## src/hdl/base64_decoder_defines.svh

```systemverilog
// Assertion macros shared by the base64 decoder RTL.
// Expects clk and rst_n in the scope where a macro is used.
`ifndef BASE64_DECODER_DEFINES_SVH
`define BASE64_DECODER_DEFINES_SVH

// Same-cycle implication, reset masks the check.
`define B64D_ASSERT_NOW(label, cond, cons, msg) \
    label: assert property (@(posedge clk) disable iff (!rst_n) (cond) |-> (cons)) \
        else $error(msg);

// Next-cycle implication, reset masks the check.
`define B64D_ASSERT_NEXT(label, cond, cons, msg) \
    label: assert property (@(posedge clk) disable iff (!rst_n) (cond) |=> (cons)) \
        else $error(msg);

`endif

```

## src/hdl/b64d_pkg.sv

```systemverilog
// Package for the base64 decoder: widths, character codes, phase type and
// the character map result struct. No dependencies.
`default_nettype none

package b64d_pkg;

    localparam int CHAR_W  = 8;
    localparam int SIXB_W  = 6;

    localparam logic [CHAR_W-1:0] CH_UPPER_A = 8'h41;
    localparam logic [CHAR_W-1:0] CH_UPPER_Z = 8'h5A;
    localparam logic [CHAR_W-1:0] CH_LOWER_A = 8'h61;
    localparam logic [CHAR_W-1:0] CH_LOWER_Z = 8'h7A;
    localparam logic [CHAR_W-1:0] CH_DIGIT_0 = 8'h30;
    localparam logic [CHAR_W-1:0] CH_DIGIT_9 = 8'h39;
    localparam logic [CHAR_W-1:0] CH_PLUS    = 8'h2B;
    localparam logic [CHAR_W-1:0] CH_SLASH   = 8'h2F;
    localparam logic [CHAR_W-1:0] CH_PAD     = 8'h3D;

    // Offsets added after subtracting the range base
    localparam logic [CHAR_W-1:0] LOWER_BASE = 8'd26;
    localparam logic [CHAR_W-1:0] DIGIT_BASE = 8'd52;
    localparam logic [SIXB_W-1:0] VAL_PLUS   = 6'd62;
    localparam logic [SIXB_W-1:0] VAL_SLASH  = 6'd63;

    // Position of a character within its group of four
    typedef enum logic [1:0] {
        PH_0 = 2'd0,
        PH_1 = 2'd1,
        PH_2 = 2'd2,
        PH_3 = 2'd3
    } phase_t;

    typedef struct packed {
        logic              ok;
        logic [SIXB_W-1:0] value;
    } char_map_t;

endpackage : b64d_pkg

`default_nettype wire

```

## src/hdl/b64d_if.sv

```systemverilog
// Valid/ready channel interfaces for the base64 decoder.
// Depends on b64d_pkg for field widths.
`default_nettype none

interface b64d_char_if
    import b64d_pkg::*;
();
    logic              valid;
    logic              ready;
    logic [CHAR_W-1:0] char_in;
    logic              final_char;

    modport source (output valid, output char_in, output final_char, input ready);
    modport sink   (input valid, input char_in, input final_char, output ready);
endinterface : b64d_char_if

interface b64d_byte_if
    import b64d_pkg::*;
();
    logic              valid;
    logic              ready;
    logic [CHAR_W-1:0] data_byte;
    logic              last;
    logic              error;

    modport source (output valid, output data_byte, output last, output error, input ready);
    modport sink   (input valid, input data_byte, input last, input error, output ready);
endinterface : b64d_byte_if

`default_nettype wire

```

## src/hdl/b64d_char_map.sv

```systemverilog
// Maps one base64 character to its 6-bit value and an alphabet flag.
// Depends on b64d_pkg.
`default_nettype none

module b64d_char_map
    import b64d_pkg::*;
(
    input  wire logic [CHAR_W-1:0] char_code,
    output char_map_t              map
);

    logic [CHAR_W-1:0] diff_upper;
    logic [CHAR_W-1:0] diff_lower;
    logic [CHAR_W-1:0] diff_digit;

    assign diff_upper = char_code - CH_UPPER_A;
    assign diff_lower = char_code - CH_LOWER_A + LOWER_BASE;
    assign diff_digit = char_code - CH_DIGIT_0 + DIGIT_BASE;

    always_comb
    begin
        map.ok    = 1'b1;
        map.value = '0;
        if (char_code >= CH_UPPER_A && char_code <= CH_UPPER_Z)
        begin
            map.value = diff_upper[SIXB_W-1:0];
        end
        else if (char_code >= CH_LOWER_A && char_code <= CH_LOWER_Z)
        begin
            map.value = diff_lower[SIXB_W-1:0];
        end
        else if (char_code >= CH_DIGIT_0 && char_code <= CH_DIGIT_9)
        begin
            map.value = diff_digit[SIXB_W-1:0];
        end
        else if (char_code == CH_PLUS)
        begin
            map.value = VAL_PLUS;
        end
        else if (char_code == CH_SLASH)
        begin
            map.value = VAL_SLASH;
        end
        else if (char_code == CH_PAD)
        begin
            // pad decodes as zero and is accepted
            map.value = '0;
        end
        else
        begin
            map.ok = 1'b0;
        end
    end

endmodule : b64d_char_map

`default_nettype wire

```

## src/hdl/base64_decoder.sv

```systemverilog
// Base64 decoder top level: one character item in, at most one byte item out.
// The character is held in the input register, and its byte in the result register.
// Throughput: 1 character per cycle while the result register is free or being drained; map and pack are combinational.
// Reset (rst_n low, asynchronous): both register stages empty, phase, held bits and
// sticky error cleared; the next character starts a new text.
// Depends on b64d_pkg, b64d_if.sv, b64d_char_map and base64_decoder_defines.svh.
`default_nettype none
`include "base64_decoder_defines.svh"

module base64_decoder
    import b64d_pkg::*;
(
    input  wire logic   clk,
    input  wire logic   rst_n,
    b64d_char_if.sink   chars,
    b64d_byte_if.source bytes
);

    // Input register stage
    logic              s1_valid_reg;
    logic              s1_valid_next;
    logic [CHAR_W-1:0] s1_char_reg;
    logic              s1_final_reg;

    // Decoder state
    phase_t            phase_reg;
    phase_t            phase_next;
    logic [SIXB_W-1:0] held_reg;
    logic [SIXB_W-1:0] held_next;
    logic              bad_seen_reg;
    logic              bad_seen_next;

    // Result register
    logic              out_valid_reg;
    logic              out_valid_next;
    logic [CHAR_W-1:0] out_byte_reg;
    logic [CHAR_W-1:0] out_byte_next;
    logic              out_last_reg;
    logic              out_last_next;
    logic              out_error_reg;
    logic              out_error_next;

    char_map_t         cmap;
    logic              s1_go;
    logic              emit;
    logic              bad_now;
    logic [CHAR_W-1:0] pack_byte;

    b64d_char_map u_char_map (
        .char_code (s1_char_reg),
        .map       (cmap)
    );

    // Stage 1 moves on whenever the result register is free or being drained;
    // an item with no result moves on under the same condition to keep it simple.
    assign s1_go       = s1_valid_reg && (!out_valid_reg || bytes.ready);
    assign chars.ready = !s1_valid_reg || s1_go;

    assign bytes.valid     = out_valid_reg;
    assign bytes.data_byte = out_byte_reg;
    assign bytes.last      = out_last_reg;
    assign bytes.error     = out_error_reg;

    assign bad_now = bad_seen_reg || !cmap.ok;
    assign emit    = (phase_reg != PH_0) || s1_final_reg;

    // Big-endian packing of 6-bit groups into bytes
    always_comb
    begin
        case (phase_reg)
            PH_1:    pack_byte = {held_reg, cmap.value[5:4]};
            PH_2:    pack_byte = {held_reg[3:0], cmap.value[5:2]};
            PH_3:    pack_byte = {held_reg[1:0], cmap.value};
            default: pack_byte = '0;
        endcase
    end

    always_comb
    begin
        s1_valid_next  = s1_valid_reg;
        phase_next     = phase_reg;
        held_next      = held_reg;
        bad_seen_next  = bad_seen_reg;
        out_valid_next = out_valid_reg;
        out_byte_next  = out_byte_reg;
        out_last_next  = out_last_reg;
        out_error_next = out_error_reg;

        // Drop the result once taken
        if (bytes.ready)
        begin
            out_valid_next = 1'b0;
        end

        if (s1_go)
        begin
            s1_valid_next = 1'b0;
            if (s1_final_reg)
            begin
                // Close the text and start the next one clean
                phase_next    = PH_0;
                held_next     = '0;
                bad_seen_next = 1'b0;
            end
            else
            begin
                phase_next    = phase_t'(phase_reg + 2'd1);
                held_next     = cmap.value;
                bad_seen_next = bad_now;
            end

            if (emit)
            begin
                out_valid_next = 1'b1;
                out_last_next  = s1_final_reg;
                if (s1_final_reg && phase_reg == PH_0)
                begin
                    // Length is 1 mod 4: error-only final result
                    out_byte_next  = '0;
                    out_error_next = 1'b1;
                end
                else
                begin
                    out_byte_next  = pack_byte;
                    out_error_next = s1_final_reg && bad_now;
                end
            end
        end

        // Hold a new character in the input register
        if (chars.valid && chars.ready)
        begin
            s1_valid_next = 1'b1;
        end
    end

    always_ff @(posedge clk or negedge rst_n)
    begin
        if (!rst_n)
        begin
            s1_valid_reg  <= 1'b0;
            phase_reg     <= PH_0;
            held_reg      <= '0;
            bad_seen_reg  <= 1'b0;
            out_valid_reg <= 1'b0;
        end
        else
        begin
            s1_valid_reg  <= s1_valid_next;
            phase_reg     <= phase_next;
            held_reg      <= held_next;
            bad_seen_reg  <= bad_seen_next;
            out_valid_reg <= out_valid_next;
        end
    end

    // Payload registers, no reset
    always_ff @(posedge clk)
    begin
        if (chars.valid && chars.ready)
        begin
            s1_char_reg  <= chars.char_in;
            s1_final_reg <= chars.final_char;
        end
        out_byte_reg  <= out_byte_next;
        out_last_reg  <= out_last_next;
        out_error_reg <= out_error_next;
    end

    `B64D_ASSERT_NOW(a_err_only_on_last, out_valid_reg && !out_last_reg, !out_error_reg,
        "error flagged on a result that is not last")
    `B64D_ASSERT_NEXT(a_state_clear_after_final, s1_go && s1_final_reg,
        phase_reg == PH_0 && !bad_seen_reg && held_reg == '0,
        "decoder state not cleared after final character")
    `B64D_ASSERT_NEXT(a_bad_length_result, s1_go && s1_final_reg && phase_reg == PH_0,
        out_valid_reg && out_last_reg && out_error_reg && out_byte_reg == '0,
        "bad length did not give an error-only final result")
    `B64D_ASSERT_NOW(a_stall_reason, !chars.ready,
        s1_valid_reg && out_valid_reg && !bytes.ready,
        "input stalled without a full pipeline")

endmodule : base64_decoder

`default_nettype wire

```

## src/flat_wrapper.sv

```systemverilog
// flat-port wrapper written by rule: the top's interface ports become plain ports
module base64_decoder_flat import b64d_pkg::*;
  (clk, rst_n, chars_valid, chars_char_in, chars_final_char, chars_ready, bytes_valid, bytes_data_byte, bytes_last, bytes_error, bytes_ready);
  b64d_char_if chars_i ();
  b64d_byte_if bytes_i ();
  input  wire logic clk;
  input  wire logic rst_n;
  input wire logic [$bits(chars_i.valid)-1:0] chars_valid;
  input wire logic [$bits(chars_i.char_in)-1:0] chars_char_in;
  input wire logic [$bits(chars_i.final_char)-1:0] chars_final_char;
  output wire logic [$bits(chars_i.ready)-1:0] chars_ready;
  output wire logic [$bits(bytes_i.valid)-1:0] bytes_valid;
  output wire logic [$bits(bytes_i.data_byte)-1:0] bytes_data_byte;
  output wire logic [$bits(bytes_i.last)-1:0] bytes_last;
  output wire logic [$bits(bytes_i.error)-1:0] bytes_error;
  input wire logic [$bits(bytes_i.ready)-1:0] bytes_ready;
  assign chars_i.valid = chars_valid;
  assign chars_i.char_in = chars_char_in;
  assign chars_i.final_char = chars_final_char;
  assign chars_ready = chars_i.ready;
  assign bytes_valid = bytes_i.valid;
  assign bytes_data_byte = bytes_i.data_byte;
  assign bytes_last = bytes_i.last;
  assign bytes_error = bytes_i.error;
  assign bytes_i.ready = bytes_ready;
  base64_decoder u_core (.clk(clk), .rst_n(rst_n), .chars(chars_i), .bytes(bytes_i));
endmodule
```

## config.mk

```make
export PLATFORM = sky130hd
export DESIGN_NAME = base64_decoder_flat
export DESIGN_NICKNAME = d
export VERILOG_FILES = /design/src/hdl/b64d_pkg.sv /design/src/hdl/b64d_if.sv /design/src/hdl/b64d_char_map.sv /design/src/hdl/base64_decoder.sv /design/src/flat_wrapper.sv
export VERILOG_INCLUDE_DIRS = /design/src /design/src/hdl
export SDC_FILE = /design/constraint.sdc
export NUM_CORES = 1
export LEC_CHECK = 0
export BUFFER_PORTS_ARGS = -buffer_cell sky130_fd_sc_hd__buf_4
export CAP_MARGIN = 15
export CORE_UTILIZATION = 25
export DETAILED_ROUTE_END_ITERATION = 7
export PLACE_DENSITY = 0.51
export RECOVER_POWER = 100
export SLEW_MARGIN = 20
export SYNTH_ARGS = -nofsm -noshare
export SYNTH_HDL_FRONTEND = slang
export SYNTH_HIERARCHICAL = 1
export SYNTH_SLANG_ARGS = --single-unit
export TNS_END_PERCENT = 1
```

## constraint.sdc

```tcl
create_clock -name clk -period 6 [get_ports clk]
set_clock_uncertainty 0.15 [all_clocks]
set_input_delay 0.3 -clock clk [delete_from_list [all_inputs] [get_ports clk]]
set_output_delay 0.3 -clock clk [all_outputs]
set_load 0.01 [all_outputs]
```

==> results of run 1 <==
routing by layer:
metal  vias to the layer above  part of all wire, %  global-route usage (%)
met5                         -                    0                       0
met4                         0                  1.7                    4.62
met3                         6                  7.0                    3.30
met2                        51                   41                    15.6
met1                       621                   50                    16.0
li1                        640                    -                       -
cells in the final DEF, fill, tap and decap left out, types with 2 or more instances in the layout:
cell type	count
a221o_1	2
nand3_1	3
nand2_1	9
nand2b_1	3
a222oi_1	8
nand3b_1	2
ha_1	13
a22oi_1	2
nor2b_1	8
nor2_1	14
a21oi_1	5
xor2_1	3
clkbuf_1	14
a31oi_1	3
edfxtp_1	19
inv_1	12
dfrtp_1	11
mux2i_1	2
mux2_1	6
o21ai_0	5
clkbuf_8	6
a221oi_1	2
buf_4	2
clkbuf_4	9
logic make-up after synthesis:
kind of cell | after synthesis
compound gates | 37
xor+xnor | 3
fa+ha+maj | 13
buf+inv | 21
flops | 30
mux | 9
simple gates | 48
power groups by stage:
| stage | Combinational (mW) | Clock (mW) | Sequential [mW] |
|---|---|---|---|
| after floorplan | 0.136 | 0 | 0.299 |
| after global placement | 0.200 | 0 | 0.302 |
| after detailed placement | 0.201 | 0 | 0.301 |
| after CTS | 0.202 | 0.167 | 0.298 |
| after global routing | 0.196 | 0.179 | 0.301 |
| final | 0.176 | 0.161 | 0.294 |
metrics by stage:
step           utilization, %  hold slack [ns]  worst slack, ns
3_3_place_gp             30.0         -0.00202             3.12
4_1_cts                  31.4           0.0337             3.03
6_report                 29.9           0.0683             2.88
5_1_grt                  29.9           0.0527             2.64
3_5_place_dp             30.0        -0.000724             3.06
2_1_floorplan               -           -0.146             3.28
path summary, 6_finish.rpt:
kind / cells past startpoint / from / slack (ns) / end
worst max-delay path: 9 / u_core/s1_char_reg[2]$_DFFE_PP_ / 2.88 / u_core/bytes.data_byte[5]$_SDFFCE_PP0P_
worst min-delay path: 1 / chars_char_in[5] / 0.07 / u_core/s1_char_reg[5]$_DFFE_PP_
worst max register to register: 9 / u_core/s1_char_reg[2]$_DFFE_PP_ / 2.88 / u_core/bytes.data_byte[5]$_SDFFCE_PP0P_
worst min register to register: 1 / u_core/held_reg[4]$_DFFE_PN0P_ / 0.35 / u_core/held_reg[4]$_DFFE_PN0P_
max in group asynchronous: 2 / rst_n / 4.86 / u_core/held_reg[1]$_DFFE_PN0P_
min in group asynchronous: 2 / rst_n / 0.42 / u_core/held_reg[5]$_DFFE_PN0P_
area by class of cell:
cell class | count | area share (%)
inverters | 12 | 2.16
multi-input cells | 110 | 40.6
clock buffers | 7 | 4.14
flip-flops and latches | 30 | 40.5
repair buffers | 25 | 6.77
well taps | 96 | 5.76
timing repair:
item                       in CTS  in global routing
hold buffers                    1                  0
hold endpoints to repair       11                  0
setup endpoints to repair       0                  0
==> impl_metrics.json, run 1 <==
{
  "min_period_ns": 3.12,
  "p_comb_share_pct": 27.9,
  "track_usage_pct": 11.2,
  "critPathKind": "reg2reg",
  "grt_max_degree": 13,
  "routed_wl_um": 3790,
  "rsz0062_at_grt": "no",
  "worst_pin_slew_ns": 1.05,
  "syn_area_um2": 1850,
  "intPower_mw": 0.423,
  "gp_congestion": 0.874,
  "cp.arrival_ns": 3.10,
  "slowest_delay_ns": 0.53,
  "crit_chain": "inv_1 > ha_1 > a21o_1 > a31oi_1 > nor2b_1 > nand2_1 > o31ai_1 > a222oi_1 > nor2_1",
  "drt_drc_violations_left": 0,
  "seq_area_frac_synth_pct": 45.7,
  "yosys.area_share.simple_pct": 15.9,
  "finalMaxSlewViolations": 0,
  "hold_path.class": "in2reg",
  "drive_above_1_share_pct": 12.0,
  "die_h_um": 88.0,
  "syn_avg_cell_area_um2": 11.5,
  "post-route-period-util_pct": 52.0,
  "sw_frac_of_total_pct": 33.0,
  "cp.required_ns": 5.98,
  "core_region_area_um2": 6980,
  "setup_violations": 0,
  "synth-seq-cells": 30,
  "cts-root-buf": "clkbuf_8",
  "crit_family": "compound AO/OA/AOI/OAI gates",
  "clkTransAtPathRegs_ns": 0.06,
  "p_switching_mw": 0.209,
  "grt.overflow.total": 0,
  "hold_viol": 0,
  "diodes": 0,
  "yosysTopAreaCell": "edfxtp_1",
  "seq_power_share_pct": 46.6,
  "fin_area_um2": 2090,
  "clk_latency_ns": 0.27,
  "die_area_um2": 7740,
  "firstDrtPassIters": 6,
  "antenna_found_initial": 0,
  "p_per_area_nw_per_um2": 303,
  "synth_ff_type": "edfxtp_1",
  "synthTopCellsByCount": "19 x edfxtp_1, 14 x nor2_1, 13 x ha_1",
  "wl_per_cell_um": 13.5,
  "cts.sinks": 30,
  "slowest_stage": "edfxtp_1",
  "fin_tns_setup_ns": 0,
  "layout.cells.non_filler": 280,
  "tritoncts": "built",
  "yosys_warnings": 6,
  "critPathLaunchType": "register",
  "ir_worst_vdd_mv": 0.116,
  "end_kind": "register",
  "p_total_mw": 0.631,
  "initial_core_util_pct": 26.5,
  "multi_input_area_um2": 848,
  "p_leak_nw": 0.862,
  "synthArstFlopShare_pct": 36.7,
  "synth_xor_area_share_pct": 1.42,
  "synth.area.mux_share_pct": 6.77,
  "postSynthCellCount": 161,
  "port_buffers": 24,
  "grt_pass1_vias": 1314,
  "ys_top_cells_by_area": "edfxtp_1 31%, dfrtp_1 15%, ha_1 8.8%, mux2_4 5.7%, a222oi_1 4.3%",
  "fin_nets": 210,
  "numCtsBuffers": 5,
  "io_pins": 25,
  "postCtsSetupBuffers": 0,
  "max_freq_ghz": 0.321,
  "clkPwrFrac_pct": 25.5,
  "outcome": "finished clean",
  "synthesis.nets": 187,
  "synth_fa_ha_area_share_pct": 8.80,
  "dp_hpwl_um": 2710,
  "via_count": 1318,
  "dpl_cell_area_um2": 2090,
  "max_slew_margin_pct": 29.7,
  "synth.distinct_cells": 45,
  "synth.most_common_cell": "edfxtp_1",
  "synth_compound_area_share_pct": 15.9,
  "fp.dieW_um": 88.0,
  "fill_cells": 774,
  "clock_path_buffers": 2,
  "drt_iter0_markers": 129,
  "yosys.area.top_type_share_pct": 30.9,
  "areaGrowthSynthToFinish_pct": 12.9,
  "max-cap-violations": 0,
  "core.rowCount": 30,
  "synth_top_family_by_area": "simple AND/OR/NAND/NOR gates",
  "avgViaCountPerCell": 4.71,
  "regArea_um2": 846,
  "cts_resized": 0,
  "synth_edf_count": 19,
  "dp_cells": 272,
  "path_max_fanout": 9,
  "grt_pass1_wl_um": 6510,
  "cts.htree.levels": 2,
  "final_antenna_net_count": 0,
  "crit_buf_inv": 1
}
(Power assumes the default switching activity.)
==> run 2, diff against run 1 <==
- PLACE_DENSITY: 0.51 -> 0.53
- clock period: 6 -> 2.55 ns (I/O delays scaled with it)
==> run 2 against run 1 <==
The run now ends with setup timing left. Clock-buffer cell count fell by 1. Critical path depth did not move. Clock power rose by 130%. Maximum frequency rose by 17%. First-iteration DRC count rose by 18%. Cell count rose by 14%. Setup slack got worse by 3.0 ns. Core utilization rose by 5.9 points. Power rose by 150%.
==> impl_metrics.json, run 2 (synthesis results as in run 1) <==
{
  "grt.overflow.total": 0,
  "via_count": 1451,
  "p_per_area_nw_per_um2": 629,
  "max-cap-violations": 0,
  "fin_nets": 247,
  "p_total_mw": 1.57,
  "final_core_util_pct": 35.8,
  "fin_tns_setup_ns": -0.217,
  "drt_drc_violations_left": 0,
  "clkTransAtPathRegs_ns": 0.06,
  "hold_path.class": "in2reg",
  "fp.dieW_um": 88.0,
  "io_pins": 25,
  "drive_above_1_share_pct": 30.6,
  "cp.arrival_ns": 2.53,
  "critPathLaunchType": "register",
  "dp_hpwl_um": 2980,
  "pre_cts_slack_ns": -0.129,
  "drt_iter0_markers": 152,
  "dp_cells": 296,
  "end_kind": "register",
  "min_period_ns": 2.67,
  "gp_congestion": 0.868,
  "routed_wl_um": 4120,
  "dpl_cell_area_um2": 2300,
  "p_leak_nw": 1.05,
  "mostFrequentLayoutCell": "buf_4",
  "slowest_stage": "edfxtp_1",
  "crit_family": "compound AO/OA/AOI/OAI gates",
  "hold_slack_ns": 0.0477,
  "crit_chain": "inv_1 > ha_2 > nand2b_1 > a21oi_4 > nor3_4 > a221o_1 > a221o_1 > a222oi_1 > nor2_1",
  "worst_pin_slew_ns": 0.628,
  "clk_latency_ns": 0.28,
  "final_antenna_net_count": 0,
  "avgViaCountPerCell": 4.56,
  "wl_per_cell_um": 12.9,
  "mostFrequentLayoutCells": "26 x buf_4, 19 x edfxtp_1, 15 x clkbuf_1",
  "grt_pass1_vias": 1458,
  "slowest_delay_ns": 0.42,
  "critPathKind": "reg2reg",
  "post-route-period-util_pct": 105,
  "initial_core_util_pct": 26.5,
  "tritoncts": "built",
  "finalMaxSlewViolations": 0,
  "core.rowCount": 30,
  "areaGrowthSynthToFinish_pct": 35.0,
  "fin_area_um2": 2500,
  "ir_worst_vdd_mv": 0.385,
  "clock_path_buffers": 2,
  "grt_pass1_wl_um": 6870,
  "max_slew_margin_pct": 58.1,
  "max_freq_ghz": 0.375,
  "diodes": 0,
  "setup_violations": 4,
  "outcome": "finished with violations",
  "cts.htree.levels": 2,
  "grt_max_degree": 13,
  "path_max_fanout": 5,
  "port_buffers": 24,
  "fin_ws_ns": -0.117,
  "numCtsBuffers": 5,
  "track_usage_pct": 11.8,
  "antenna_found_initial": 0,
  "core_region_area_um2": 6980,
  "cp_common_cell": "a221o_1",
  "hold_viol": 0,
  "layout.cells.non_filler": 318,
  "die_h_um": 88.0,
  "crit_buf_inv": 1,
  "rsz0062_at_grt": "yes",
  "cts.sinks": 30,
  "die_area_um2": 7740,
  "cp.required_ns": 2.41,
  "violations": "setup timing",
  "cts-root-buf": "clkbuf_8",
  "firstDrtPassIters": 5
}
run 2: cell type report:
cell class                 count  area, um2
timing repair buffer          62        443
sequential                    30        846
inverter                      12       50.0
tap                           96        120
clock inverter                 2       10.0
fill                         745       4480
clock buffer                   6       72.6
multi-input combinational    110        956
run 2: path summary, 6_finish.rpt:
kind | start | slack, ns | to | cells past startpoint
worst min-delay path | bytes_ready | 0.05 | u_core/bytes.valid$_DFF_PN0_ | 3
max in group asynchronous | rst_n | 1.62 | u_core/held_reg[1]$_DFFE_PN0P_ | 2
min in group asynchronous | rst_n | 0.22 | u_core/held_reg[3]$_DFFE_PN0P_ | 2
worst min register to register | u_core/held_reg[5]$_DFFE_PN0P_ | 0.37 | u_core/held_reg[5]$_DFFE_PN0P_ | 1
worst max-delay path | u_core/s1_char_reg[0]$_DFFE_PP_ | -0.12 | u_core/bytes.data_byte[3]$_SDFFCE_PP0P_ | 9
worst max register to register | u_core/s1_char_reg[0]$_DFFE_PP_ | -0.12 | u_core/bytes.data_byte[3]$_SDFFCE_PP0P_ | 9
run 2: timing repair:
action | in CTS | in global routing
buffers inserted | 2 | 0
resized for setup | 4 | 6
endpoints found under the hold margin | 21 | 0
hold buffers | 12 | 0
setup endpoints to repair | 6 | 12
pin swaps | 0 | 1
run 2: worst register-to-register path, stage by stage (launching register included):
cell,delay [ns]
edfxtp_1,0.42
inv_1,0.11
ha_2,0.21
nand2b_1,0.10
a21oi_4,0.24
nor3_4,0.10
a221o_1,0.32
a221o_1,0.34
a222oi_1,0.33
nor2_1,0.08
run 2: per-layer routing:
metal / routed length, um / part of all wire, % / vias up / global-route usage (%)
met2: 1810 / 44 / 46 / 17.2
met4: 76 / 1.8 / 0 / 5.66
li1: - / - / 714 / -
met1: 2040 / 49 / 683 / 16.0
met3: 194 / 4.7 / 8 / 3.39
met5: 0 / 0 / - / 0
run 2: where the power goes:
part           internal [mW]  switching (mW)
sequential             0.624          0.0662
clock                  0.189           0.175
combinational          0.225           0.292
total                   1.04           0.533
